File: src/rtl/i2cm_pkg.sv
// Shared constants for the I2C master byte engine: command codes,
// phase codes, parameter defaults and a reset value. No dependencies.
package i2cm_pkg;

  // Command codes of the cmd field
  localparam logic [2:0] CMD_TICK    = 3'd0;
  localparam logic [2:0] CMD_PUSH    = 3'd1;
  localparam logic [2:0] CMD_WRITE   = 3'd2;
  localparam logic [2:0] CMD_READ    = 3'd3;
  localparam logic [2:0] CMD_RECOVER = 3'd4;

  // Bus phases
  localparam logic [3:0] PH_IDLE      = 4'd0;
  localparam logic [3:0] PH_START_A   = 4'd1;
  localparam logic [3:0] PH_START_B   = 4'd2;
  localparam logic [3:0] PH_WBIT_LOW  = 4'd3;
  localparam logic [3:0] PH_WBIT_HIGH = 4'd4;
  localparam logic [3:0] PH_WACK_LOW  = 4'd5;
  localparam logic [3:0] PH_WACK_HIGH = 4'd6;
  localparam logic [3:0] PH_RBIT_LOW  = 4'd7;
  localparam logic [3:0] PH_RBIT_HIGH = 4'd8;
  localparam logic [3:0] PH_RACK_LOW  = 4'd9;
  localparam logic [3:0] PH_RACK_HIGH = 4'd10;
  localparam logic [3:0] PH_STOP_PREP = 4'd11;
  localparam logic [3:0] PH_STOP_A    = 4'd12;
  localparam logic [3:0] PH_STOP_B    = 4'd13;
  localparam logic [3:0] PH_REC_HIGH  = 4'd14;
  localparam logic [3:0] PH_REC_LOW   = 4'd15;

  // Defaults
  localparam int          DEF_BUFFER_DEPTH    = 16;
  localparam int          DEF_RECOVERY_PULSES = 9;
  localparam logic [15:0] HALF_BIT_RESET      = 16'd50;

endpackage

File: src/rtl/i2cm_buf.sv
// Write byte buffer of the I2C master: one write port, one read port,
// read data registered. No dependencies.
module i2cm_buf #(
  parameter int DEPTH = 16,
  parameter int AW    = 4
) (
  input  logic          clk,
  input  logic          wr_en,
  input  logic [AW-1:0] wr_addr,
  input  logic [7:0]    wr_data,
  input  logic [AW-1:0] rd_addr,
  output logic [7:0]    rd_data
);

  logic [7:0] mem [DEPTH];
  logic [7:0] rd_data_r;

  // Write on enable
  always_ff @(posedge clk) begin
    if (wr_en) begin
      mem[wr_addr] <= wr_data;
    end
  end

  // Read every cycle
  always_ff @(posedge clk) begin
    rd_data_r <= mem[rd_addr];
  end

  assign rd_data = rd_data_r;

endmodule

File: src/rtl/i2c_master_byte_engine.sv
// I2C master byte engine, top level.
// Uses i2cm_pkg and the buffer memory i2cm_buf.
//
// Usage: every input item is one time tick. While no transfer runs, cmd
// pushes byte_in into the write buffer (pushes past BUFFER_DEPTH are
// dropped), starts a write of all pushed bytes, starts a read of
// byte_count bytes from target_addr, or starts bus recovery. Any other
// command, and every command while busy, is a plain tick.
// Each item yields exactly one result item: the SCL/SDA release levels,
// busy, a received byte with rx_valid/rx_last, and done with ok.
// Each accepted item's result is registered in the output register.
// Throughput: one item per cycle; in_stall is high only while the output
// register holds a result that the receiver stalls. Each bus half-bit
// phase lasts half_bit_ticks items (0 counts as 1). The user must have it
// written through cfg_wr_en / cfg_wr_data only while the block is idle;
// the block does not enforce this. The write buffer is a synchronous RAM;
// the byte for the next data byte is read a phase ahead at the current
// byte index. Reset: lines released, no transfer, buffer empty,
// half_bit_ticks 50, no result pending. Buffer contents are not cleared.
module i2c_master_byte_engine
  import i2cm_pkg::*;
#(
  parameter int BUFFER_DEPTH    = DEF_BUFFER_DEPTH,
  parameter int RECOVERY_PULSES = DEF_RECOVERY_PULSES
) (
  input  logic        clk,
  input  logic        rst_n,
  // configuration
  input  logic        cfg_wr_en,
  input  logic [15:0] cfg_wr_data,
  // input channel
  input  logic        in_valid,
  output logic        in_stall,
  input  logic [2:0]  in_cmd,
  input  logic        in_sda_in,
  input  logic [7:0]  in_byte_in,
  input  logic [6:0]  in_target_addr,
  input  logic [4:0]  in_byte_count,
  // result channel
  output logic        out_valid,
  input  logic        out_stall,
  output logic        out_scl_release,
  output logic        out_sda_release,
  output logic        out_busy_res,
  output logic        out_rx_valid,
  output logic [7:0]  out_rx_byte,
  output logic        out_rx_last,
  output logic        out_done_res,
  output logic        out_ok
);

  localparam int CW0   = $clog2(BUFFER_DEPTH + 1);
  localparam int CNT_W = (CW0 > 5) ? CW0 : 5;
  localparam int AW    = (BUFFER_DEPTH > 1) ? $clog2(BUFFER_DEPTH) : 1;

  // Control and data state
  logic [15:0]      hbt_r;
  logic [3:0]       phase_r, phase_nxt;
  logic [3:0]       bit_r, bit_nxt;
  logic [CNT_W-1:0] byte_r, byte_nxt;
  logic [7:0]       shift_r, shift_nxt;
  logic [15:0]      tick_r, tick_nxt;
  logic             scl_r, scl_nxt;
  logic             sda_r, sda_nxt;
  logic             xread_r, xread_nxt;
  logic [CNT_W-1:0] xcount_r, xcount_nxt;
  logic [3:0]       rec_r, rec_nxt;
  logic             rok_r, rok_nxt;
  logic [CNT_W-1:0] push_r, push_nxt;

  // Result register
  logic       out_valid_r;
  logic       res_scl_r, res_sda_r, res_busy_r, res_rxv_r, res_rxl_r;
  logic       res_done_r, res_ok_r;
  logic [7:0] res_rxb_r;

  logic             accept;
  logic             rxv, rxl, done;
  logic [7:0]       rxb;
  logic [15:0]      limit;
  logic [15:0]      tick_inc;
  logic [CNT_W:0]   byte_inc;
  logic             last_byte;
  logic [7:0]       wr_shift;
  logic [3:0]       rec_inc;
  logic             buf_wr_en;
  logic [7:0]       buf_rd_data;

  assign in_stall = out_valid_r & out_stall;
  assign accept   = in_valid & ~in_stall;

  assign limit     = (hbt_r == 16'd0) ? 16'd1 : hbt_r;
  assign tick_inc  = tick_r + 16'd1;
  assign byte_inc  = {1'b0, byte_r} + {{CNT_W{1'b0}}, 1'b1};
  assign last_byte = (byte_inc >= {1'b0, xcount_r});
  assign rec_inc   = rec_r + 4'd1;
  assign wr_shift  = (byte_r < CNT_W'(BUFFER_DEPTH)) ? buf_rd_data : 8'd0;

  assign buf_wr_en = accept && (phase_r == PH_IDLE) && (in_cmd == CMD_PUSH) &&
                     (push_r < CNT_W'(BUFFER_DEPTH));

  // Write buffer memory, read ahead at the current byte index
  i2cm_buf #(
    .DEPTH (BUFFER_DEPTH),
    .AW    (AW)
  ) u_buf (
    .clk     (clk),
    .wr_en   (buf_wr_en),
    .wr_addr (push_r[AW-1:0]),
    .wr_data (in_byte_in),
    .rd_addr (byte_r[AW-1:0]),
    .rd_data (buf_rd_data)
  );

  // Next state for one accepted item
  always_comb begin
    phase_nxt  = phase_r;
    bit_nxt    = bit_r;
    byte_nxt   = byte_r;
    shift_nxt  = shift_r;
    tick_nxt   = tick_r;
    scl_nxt    = scl_r;
    sda_nxt    = sda_r;
    xread_nxt  = xread_r;
    xcount_nxt = xcount_r;
    rec_nxt    = rec_r;
    rok_nxt    = rok_r;
    push_nxt   = push_r;
    rxv        = 1'b0;
    rxb        = 8'd0;
    rxl        = 1'b0;
    done       = 1'b0;

    if (phase_r == PH_IDLE) begin
      case (in_cmd)
        CMD_TICK: ;
        CMD_PUSH: begin
          if (push_r < CNT_W'(BUFFER_DEPTH)) begin
            push_nxt = push_r + {{(CNT_W-1){1'b0}}, 1'b1};
          end
        end
        CMD_WRITE, CMD_READ: begin
          scl_nxt    = 1'b1;
          sda_nxt    = 1'b1;
          phase_nxt  = PH_START_A;
          tick_nxt   = 16'd0;
          bit_nxt    = 4'd0;
          byte_nxt   = '0;
          rok_nxt    = 1'b0;
          xread_nxt  = (in_cmd == CMD_READ);
          shift_nxt  = {in_target_addr, (in_cmd == CMD_READ)};
          if (in_cmd == CMD_READ) begin
            xcount_nxt = CNT_W'(in_byte_count);
          end else begin
            xcount_nxt = push_r;
            push_nxt   = '0;
          end
        end
        CMD_RECOVER: begin
          scl_nxt   = 1'b1;
          sda_nxt   = 1'b1;
          phase_nxt = PH_REC_HIGH;
          tick_nxt  = 16'd0;
          rec_nxt   = 4'd0;
          rok_nxt   = 1'b0;
        end
        default: ;
      endcase
    end else begin
      tick_nxt = tick_inc;
      if (tick_inc >= limit) begin
        tick_nxt = 16'd0;
        // End of a half-bit phase
        case (phase_r)
          PH_START_A: begin
            scl_nxt   = 1'b1;
            sda_nxt   = 1'b0;
            phase_nxt = PH_START_B;
          end
          PH_START_B: begin
            scl_nxt   = 1'b0;
            sda_nxt   = shift_r[7];
            phase_nxt = PH_WBIT_LOW;
          end
          PH_WBIT_LOW: begin
            scl_nxt   = 1'b1;
            phase_nxt = PH_WBIT_HIGH;
          end
          PH_WBIT_HIGH: begin
            shift_nxt = {shift_r[6:0], 1'b0};
            bit_nxt   = bit_r + 4'd1;
            scl_nxt   = 1'b0;
            if (bit_r + 4'd1 < 4'd8) begin
              sda_nxt   = shift_r[6];
              phase_nxt = PH_WBIT_LOW;
            end else begin
              sda_nxt   = 1'b1;
              phase_nxt = PH_WACK_LOW;
            end
          end
          PH_WACK_LOW: begin
            scl_nxt   = 1'b1;
            sda_nxt   = 1'b1;
            phase_nxt = PH_WACK_HIGH;
          end
          PH_WACK_HIGH: begin
            if (in_sda_in || (byte_r >= xcount_r)) begin
              rok_nxt   = ~in_sda_in;
              scl_nxt   = 1'b0;
              sda_nxt   = 1'b0;
              phase_nxt = PH_STOP_PREP;
            end else if (xread_r) begin
              bit_nxt   = 4'd0;
              shift_nxt = 8'd0;
              scl_nxt   = 1'b0;
              sda_nxt   = 1'b1;
              phase_nxt = PH_RBIT_LOW;
            end else begin
              shift_nxt = wr_shift;
              byte_nxt  = byte_inc[CNT_W-1:0];
              bit_nxt   = 4'd0;
              scl_nxt   = 1'b0;
              sda_nxt   = wr_shift[7];
              phase_nxt = PH_WBIT_LOW;
            end
          end
          PH_RBIT_LOW: begin
            scl_nxt   = 1'b1;
            sda_nxt   = 1'b1;
            phase_nxt = PH_RBIT_HIGH;
          end
          PH_RBIT_HIGH: begin
            shift_nxt = {shift_r[6:0], in_sda_in};
            bit_nxt   = bit_r + 4'd1;
            scl_nxt   = 1'b0;
            if (bit_r + 4'd1 < 4'd8) begin
              sda_nxt   = 1'b1;
              phase_nxt = PH_RBIT_LOW;
            end else begin
              sda_nxt   = last_byte;
              phase_nxt = PH_RACK_LOW;
            end
          end
          PH_RACK_LOW: begin
            scl_nxt   = 1'b1;
            phase_nxt = PH_RACK_HIGH;
          end
          PH_RACK_HIGH: begin
            rxv      = 1'b1;
            rxb      = shift_r;
            rxl      = last_byte;
            byte_nxt = byte_inc[CNT_W-1:0];
            scl_nxt  = 1'b0;
            if (!last_byte) begin
              bit_nxt   = 4'd0;
              shift_nxt = 8'd0;
              sda_nxt   = 1'b1;
              phase_nxt = PH_RBIT_LOW;
            end else begin
              rok_nxt   = 1'b1;
              sda_nxt   = 1'b0;
              phase_nxt = PH_STOP_PREP;
            end
          end
          PH_STOP_PREP: begin
            scl_nxt   = 1'b1;
            sda_nxt   = 1'b0;
            phase_nxt = PH_STOP_A;
          end
          PH_STOP_A: begin
            scl_nxt   = 1'b1;
            sda_nxt   = 1'b1;
            phase_nxt = PH_STOP_B;
          end
          PH_STOP_B: begin
            phase_nxt = PH_IDLE;
            done      = 1'b1;
          end
          PH_REC_HIGH: begin
            scl_nxt = 1'b0;
            if (in_sda_in) begin
              rok_nxt   = 1'b1;
              sda_nxt   = 1'b0;
              phase_nxt = PH_STOP_PREP;
            end else begin
              sda_nxt   = 1'b1;
              phase_nxt = PH_REC_LOW;
            end
          end
          PH_REC_LOW: begin
            rec_nxt = rec_inc;
            if (rec_inc >= 4'(RECOVERY_PULSES)) begin
              rok_nxt   = 1'b0;
              scl_nxt   = 1'b0;
              sda_nxt   = 1'b0;
              phase_nxt = PH_STOP_PREP;
            end else begin
              scl_nxt   = 1'b1;
              sda_nxt   = 1'b1;
              phase_nxt = PH_REC_HIGH;
            end
          end
          default: phase_nxt = PH_IDLE;
        endcase
      end
    end
  end

  // Hold the half-bit register
  always_ff @(posedge clk) begin
    if (!rst_n) begin
      hbt_r <= HALF_BIT_RESET;
    end else if (cfg_wr_en) begin
      hbt_r <= cfg_wr_data;
    end
  end

  // Advance the engine state on each accepted item
  always_ff @(posedge clk) begin
    if (!rst_n) begin
      phase_r  <= PH_IDLE;
      bit_r    <= 4'd0;
      byte_r   <= '0;
      shift_r  <= 8'd0;
      tick_r   <= 16'd0;
      scl_r    <= 1'b1;
      sda_r    <= 1'b1;
      xread_r  <= 1'b0;
      xcount_r <= '0;
      rec_r    <= 4'd0;
      rok_r    <= 1'b0;
      push_r   <= '0;
    end else if (accept) begin
      phase_r  <= phase_nxt;
      bit_r    <= bit_nxt;
      byte_r   <= byte_nxt;
      shift_r  <= shift_nxt;
      tick_r   <= tick_nxt;
      scl_r    <= scl_nxt;
      sda_r    <= sda_nxt;
      xread_r  <= xread_nxt;
      xcount_r <= xcount_nxt;
      rec_r    <= rec_nxt;
      rok_r    <= rok_nxt;
      push_r   <= push_nxt;
    end
  end

  // Output valid: set on accept, drop when taken
  always_ff @(posedge clk) begin
    if (!rst_n) begin
      out_valid_r <= 1'b0;
    end else if (accept) begin
      out_valid_r <= 1'b1;
    end else if (!out_stall) begin
      out_valid_r <= 1'b0;
    end
  end

  // Capture the result item
  always_ff @(posedge clk) begin
    if (accept) begin
      res_scl_r  <= scl_nxt;
      res_sda_r  <= sda_nxt;
      res_busy_r <= (phase_nxt != PH_IDLE);
      res_rxv_r  <= rxv;
      res_rxb_r  <= rxb;
      res_rxl_r  <= rxl;
      res_done_r <= done;
      res_ok_r   <= done & rok_nxt;
    end
  end

  assign out_valid       = out_valid_r;
  assign out_scl_release = res_scl_r;
  assign out_sda_release = res_sda_r;
  assign out_busy_res    = res_busy_r;
  assign out_rx_valid    = res_rxv_r;
  assign out_rx_byte     = res_rxb_r;
  assign out_rx_last     = res_rxl_r;
  assign out_done_res    = res_done_r;
  assign out_ok          = res_ok_r;

endmodule

File: config.mk
export PLATFORM = sky130hd
export DESIGN_NAME = i2c_master_byte_engine
export DESIGN_NICKNAME = d
export VERILOG_FILES = /design/src/rtl/i2cm_pkg.sv /design/src/rtl/i2cm_buf.sv /design/src/rtl/i2c_master_byte_engine.sv
export SDC_FILE = /design/constraint.sdc
export NUM_CORES = 1
export LEC_CHECK = 0
export BUFFER_PORTS_ARGS = -buffer_cell sky130_fd_sc_hd__buf_2
export CORE_ASPECT_RATIO = 1.25
export CORE_MARGIN = 2
export CORE_UTILIZATION = 60
export CTS_BUF_LIST = sky130_fd_sc_hd__clkbuf_8
export DETAILED_ROUTE_END_ITERATION = 8
export PLACE_DENSITY = 0.77
export RECOVER_POWER = 50
export SLEW_MARGIN = 20
export SYNTH_ARGS = -nofsm -noshare
export SYNTH_HDL_FRONTEND = slang
export SYNTH_SLANG_ARGS = --single-unit
File: constraint.sdc
create_clock -name clk -period 6.1 [get_ports clk]
set_clock_uncertainty 0.15 [all_clocks]
set_input_delay 1.22 -clock clk [delete_from_list [all_inputs] [get_ports clk]]
set_output_delay 1.22 -clock clk [all_outputs]
set_load 0.01 [all_outputs]
==> qor.yml, run 1 <==
outcome: "finished, violations left"
violations: "max-capacitance violations, max-slew violations"
busiest_layer: "met2"
io_buffers: 61
core-area_mm2: 0.01678
place_ws_ps: 1759
cts-root-buf: "clkbuf_8"
grt_pass1_wl_um: 36200
ir_drop_uv: 275.6
synthAdderAreaFrac_pct: 4.264
worstReg2RegStart: "tick_r[0]$_SDFFE_PN0P_"
synth_edf_count: 143
synth.area.mux_share_pct: 11.51
drt-pass1-iter-count: 6
setup_viol: 0
design_area_mm2: 0.01139
rsz0062_at_grt: "false"
tightest_slew_ps: 2056
htree_levels: 2
synth_compound_area_share_pct: 10.12
clock_path_buffers: 3
hold_violations: 0
dieArea_mm2: 0.01819
ant_nets: 0
power.density_mw_per_mm2: 266.5
drv_cap: 2
grt_max_degree: 47
startpoint: "rst_n"
use_met2_pct: 44.55
syn_area_per_cell_um2: 12.42
layout.nets: 973
layout-drive-gt1-share_pct: 15.78
yosys_register_bits: 223
grt_pass1_vias: 7053
vias: 7049
min_path_type: "reg -> reg"
startpoint_type: "primary input"
dp_hpwl_um: 15840
met3_usage_pct: 4.811
cts_resized: 0
antennaDiodeCount: 0
die_w_um: 121.0
hold_depth: 2
synth_area_mm2: 0.01027
synthSimpleGateAreaFrac_pct: 12.24
synth-xor-area-share_pct: 1.535
area_growth_pct: 10.90
totalWireLength_um: 22740
slew_headroom_pct: -37.07
reg2reg_depth: 13
grt_util_met1_pct: 31.28
fin_worst_hold_slack_ps: 334.0
cts_setup_buffers: 0
io_pins: 62
max_freq_ghz: 0.2182
post-route-min-period_ps: 4583
syn_inst: 827
critPathSlowestCell: "clkbuf_1"
report.final.slew_viol_count: 90
synth_top_family_by_area: "simple AND/OR/NAND/NOR gates"
grt_usage_pct: 25.70
cts_tree: "done"
seq_area_frac_synth_pct: 57.40
synthArstFlopShare_pct: 0
arrival_ps: 4890
dieHeight_um: 150.3
finalWorstSetupSlack_ps: 1517
antenna_found_initial: 0
required_ps: 6410
cp-end-kind: "register"
ys_types: 70
syn_nets: 907
postCtsHoldBufs: 0
ys_warn_count: 0
cellLeakagePower_nw: 4.016
place_area_mm2: 0.01076
clock-sinks: 223
min_from: "push_r[4]$_SDFFE_PN0P_"
row_count: 53
viasPerCell: 6.189
clock_latency_ps: 540
crit_type: "in -> reg"
routedWlPerCell_um: 19.97
path_clk_slew_ps: 70
gp_congestion: 0.8922
critPathMaxStageDelay_ps: 1440
crit_top_cell: "clkbuf_1"
tns_ps: 0
fin_crit_sh_pct: 75.13
numCtsBuffers: 35
synthFlopType: "edfxtp_1"
start_util_pct: 61.22
crit_chain: "clkbuf_1 > clkinv_1 > clkbuf_1 > or4_1 > o22ai_1"
drtIter0Drc: 642
route.detailed.drc: 0
path_max_fanout: 46
grt.overflow.total: 0
[path summary, 6_finish.rpt]
kind	to	slack, ps
setup reg to reg	out_busy_res$_DFFE_PP_	1680
setup / recovery	bit_r[0]$_SDFFE_PN0P_	1520
hold reg to reg	xcount_r[4]$_SDFFE_PN0P_	330
hold / removal	xcount_r[4]$_SDFFE_PN0P_	330
[stage by stage]
step	std cells	utilization, %	power, W
2_1_floorplan	827	-	0.001809
3_3_place_gp	1076	64.11	0.001877
3_5_place_dp	1076	64.11	0.001886
4_1_cts	1139	68.10	0.003061
5_1_grt	1139	67.89	0.003150
6_report	1139	67.89	0.003035
[state kept, by name, indices dropped and copies added (netlist names), 5 cells and up]
name and count:
byte_r 5, hbt_r 16, out_rx_byte 8, push_r 5, shift_r 8, tick_r 16
u_buf.mem 128, u_buf.rd_data 8, xcount_r 5
[kinds of logic (layout without fill, tap and decap cells)]
kind of cell	count (synthesis)	after routing
multiplexers	68	68
adder cells (fa/ha/maj)	35	35
AND/OR/NAND/NOR	262	262
buffers and inverters	76	168
flip-flops	223	223
XOR/XNOR	18	18
AO/OA/AOI/OAI	145	145
[routing by layer]
layer / wire length (um) / part of all wire [%]
met4: 839 / 3.7
met5: 0 / 0
met2: 11720 / 52
met1: 8906 / 39
met3: 1280 / 5.6
[power by group]
group / total, W / internal (W) / switching (W)
Sequential: 0.00165 / 0.00162 / 0.0000232
Clock: 0.00118 / 0.000617 / 0.000562
Combinational: 0.000208 / 0.0000719 / 0.000136
[final cells by class]
| cell class | count | area, um2 |
|---|---|---|
| flip-flops and latches | 223 | 5896 |
| fillers | 1222 | 5386 |
| multi-input cells | 528 | 4080 |
| clock buffers | 41 | 564.3 |
| repair buffers | 71 | 341.6 |
| well taps | 220 | 275.3 |
| inverters | 34 | 127.6 |
| clock inverters | 22 | 106.4 |
[synthesized netlist by cell type (all sizes together) (6+ instances only)]
cell / n / share of area (%)
a21oi: 32 / 1.6
a221o: 7 / 0.68
a22oi: 7 / 0.51
a311oi: 7 / 0.60
a31oi: 6 / 0.37
and2: 13 / 0.79
and3: 7 / 0.43
buf: 14 / 0.66
clkbuf: 28 / 1.0
dfxtp: 80 / 16
edfxtp: 143 / 42
ha: 35 / 4.3
inv: 33 / 1.2
mux2i: 27 / 2.6
mux4: 40 / 8.8
nand2: 72 / 2.6
nand2b: 13 / 0.86
nand3: 29 / 1.4
nor2: 76 / 2.9
nor3: 21 / 1.1
o211ai: 15 / 1.1
o21a: 6 / 0.51
o21ai: 21 / 1.1
xnor2: 9 / 0.77
xor2: 9 / 0.77
[placed cells by master (no fill, tap or decap), types with 4 or more instances in the layout]
cell type | synthesis | routed
and2_1 | 13 | 13
nor3_1 | 19 | 18
or3_1 | 5 | 5
a221o_1 | 7 | 7
nand4_1 | 5 | 5
nor4_1 | 5 | 5
a31oi_1 | 6 | 6
clkbuf_1 | 28 | 27
buf_2 | 12 | 36
mux2i_1 | 27 | 27
o21a_1 | 5 | 5
a21boi_0 | 4 | 4
mux4_2 | 40 | 40
buf_4 | 0 | 8
o21ai_0 | 19 | 19
nor2_1 | 73 | 73
a21o_1 | 5 | 5
a21oi_1 | 32 | 32
nand2b_1 | 12 | 12
ha_1 | 35 | 35
inv_1 | 33 | 46
and3_1 | 7 | 7
o211ai_1 | 15 | 15
a311oi_1 | 7 | 7
nor2b_1 | 4 | 4
o22ai_1 | 5 | 5
xor2_1 | 9 | 9
xnor2_1 | 9 | 9
edfxtp_1 | 143 | 143
clkinv_1 | 1 | 5
a22oi_1 | 7 | 7
clkbuf_8 | 0 | 41
nand3_1 | 29 | 29
or4_1 | 4 | 4
nand2_1 | 72 | 72
dfxtp_1 | 80 | 80
[worst max-delay path: cells and delay by family]
| family | cells | cell delay [ps] |
|---|---|---|
| AOI/OAI and AO/OA | 1 | 150 |
| buffers and inverters | 3 | 2750 |
| and+or+nand+nor | 1 | 770 |
(Power assumes the default switching activity.)
==> run 2, diff against run 1 <==
- clock period: 6.1 -> 4.7 ns (I/O delays scaled with it)
==> qor.yml, run 2 (synthesized netlist as in run 1, its figures left out) <==
drt-pass1-iter-count: 7
postCtsHoldBufs: 0
route.detailed.drc: 0
cts_tree: "done"
routedWlPerCell_um: 20.23
dieHeight_um: 150.3
antenna_found_initial: 0
cts-root-buf: "clkbuf_8"
cp-end-kind: "register"
layout-drive-gt1-share_pct: 16.97
grt_max_degree: 47
largest_reg_flops: 128
layout.nets: 986
rsz0062_at_grt: "false"
clock-sinks: 223
max_freq_ghz: 0.2445
core-area_mm2: 0.01678
power.density_mw_per_mm2: 346.8
io_buffers: 61
slew_headroom_pct: -42.34
path_clk_slew_ps: 60
tns_ps: 0
cellLeakagePower_nw: 4.072
row_count: 53
dieArea_mm2: 0.01819
path_max_fanout: 15
outcome: "finished, violations left"
required_ps: 4960
htree_levels: 2
post-route-min-period_ps: 4090
cts_setup_buffers: 0
gp_congestion: 0.8859
grt_pass1_wl_um: 37100
finalPower_w: 0.003982
dp_hpwl_um: 16340
tightest_slew_ps: 2135
totalWireLength_um: 23290
drv_cap: 1
cts_resized: 0
final_common_cell: "edfxtp_1"
clock_latency_ps: 520
reg.largest.list: "u_buf.mem (128), hbt_r (16), tick_r (16)"
area_growth_pct: 11.80
startpoint_type: "register"
antennaDiodeCount: 0
io_pins: 62
hold_violations: 0
mostFrequentLayoutCells: "edfxtp_1 (143), dfxtp_1 (80), nor2_1 (73)"
clock_path_buffers: 3
crit_type: "reg -> reg"
die_w_um: 121.0
viasPerCell: 6.183
ir_drop_uv: 277.2
violations: "max-capacitance violations, max-slew violations"
grt_pass1_vias: 7245
arrival_ps: 4350
fin_crit_sh_pct: 87.02
drtIter0Drc: 656
report.final.slew_viol_count: 47
largest-register: "u_buf.mem"
setup_viol: 0
grt_usage_pct: 26.40
min_path_type: "reg -> reg"
numCtsBuffers: 36
grt.overflow.total: 0
vias: 7117
start_util_pct: 61.22
ant_nets: 0
## run 2: metal layers
metal	GRT usage, %	part of all wire, %	up-vias
met2	47.42	53	269
met4	11.05	3.6	0
li1	-	-	3288
met1	31.09	38	3482
met3	4.735	5.4	78
met5	0	0	-
## run 2: final timing paths
check	startpoint	to	slack [ps]	cells past startpoint
worst max-delay path	tick_r[0]$_SDFFE_PN0P_	tick_r[3]$_SDFFE_PN0P_	610	14
worst min-delay path	shift_r[3]$_SDFFE_PN0P_	shift_r[3]$_SDFFE_PN0P_	330	2
worst max register to register	tick_r[0]$_SDFFE_PN0P_	tick_r[3]$_SDFFE_PN0P_	610	14
worst min register to register	shift_r[3]$_SDFFE_PN0P_	shift_r[3]$_SDFFE_PN0P_	330	2
## run 2: layout make-up
| class | count | area (um2) |
|---|---|---|
| flip-flops and latches | 223 | 5896 |
| fillers | 1248 | 5294 |
| multi-input cells | 528 | 4080 |
| clock buffers | 40 | 550.5 |
| repair buffers | 83 | 429.2 |
| well taps | 220 | 275.3 |
| inverters | 34 | 127.6 |
| clock inverters | 23 | 125.1 |
## run 2: per-stage QoR
step	setup slack, ps	cell area, um2	utilization, %	hold slack, ps	cells
2_1_floorplan	1307	10270	-	293.1	827
4_1_cts	628.3	11520	68.67	331.9	1151
6_report	610.0	11480	68.45	334.3	1151
5_1_grt	133.1	11480	68.45	360.9	1151
3_3_place_gp	850.5	10850	64.64	307.4	1088
3_5_place_dp	642.0	10850	64.64	322.0	1088
## run 2: power by group
| group | internal, W | switching, W | total (W) |
|---|---|---|---|
| clock | 0.000835 | 0.000736 | 0.00157 |
| combinational | 0.0000952 | 0.000181 | 0.000276 |
| sequential | 0.00211 | 0.0000258 | 0.00213 |
## run 2: critical path, cell delays in order (launching register included)
cell      delay, ps
dfxtp_1         390
ha_1            260
nand3_1         190
nor3_1          620
nand4_1         200
xnor2_1         250
ha_1            270
nand2_1          80
o21ai_0          80
a21oi_1         270
o21ai_1         110
buf_4           200
nor2_2          520
nand2_1         120
a311oi_1        280
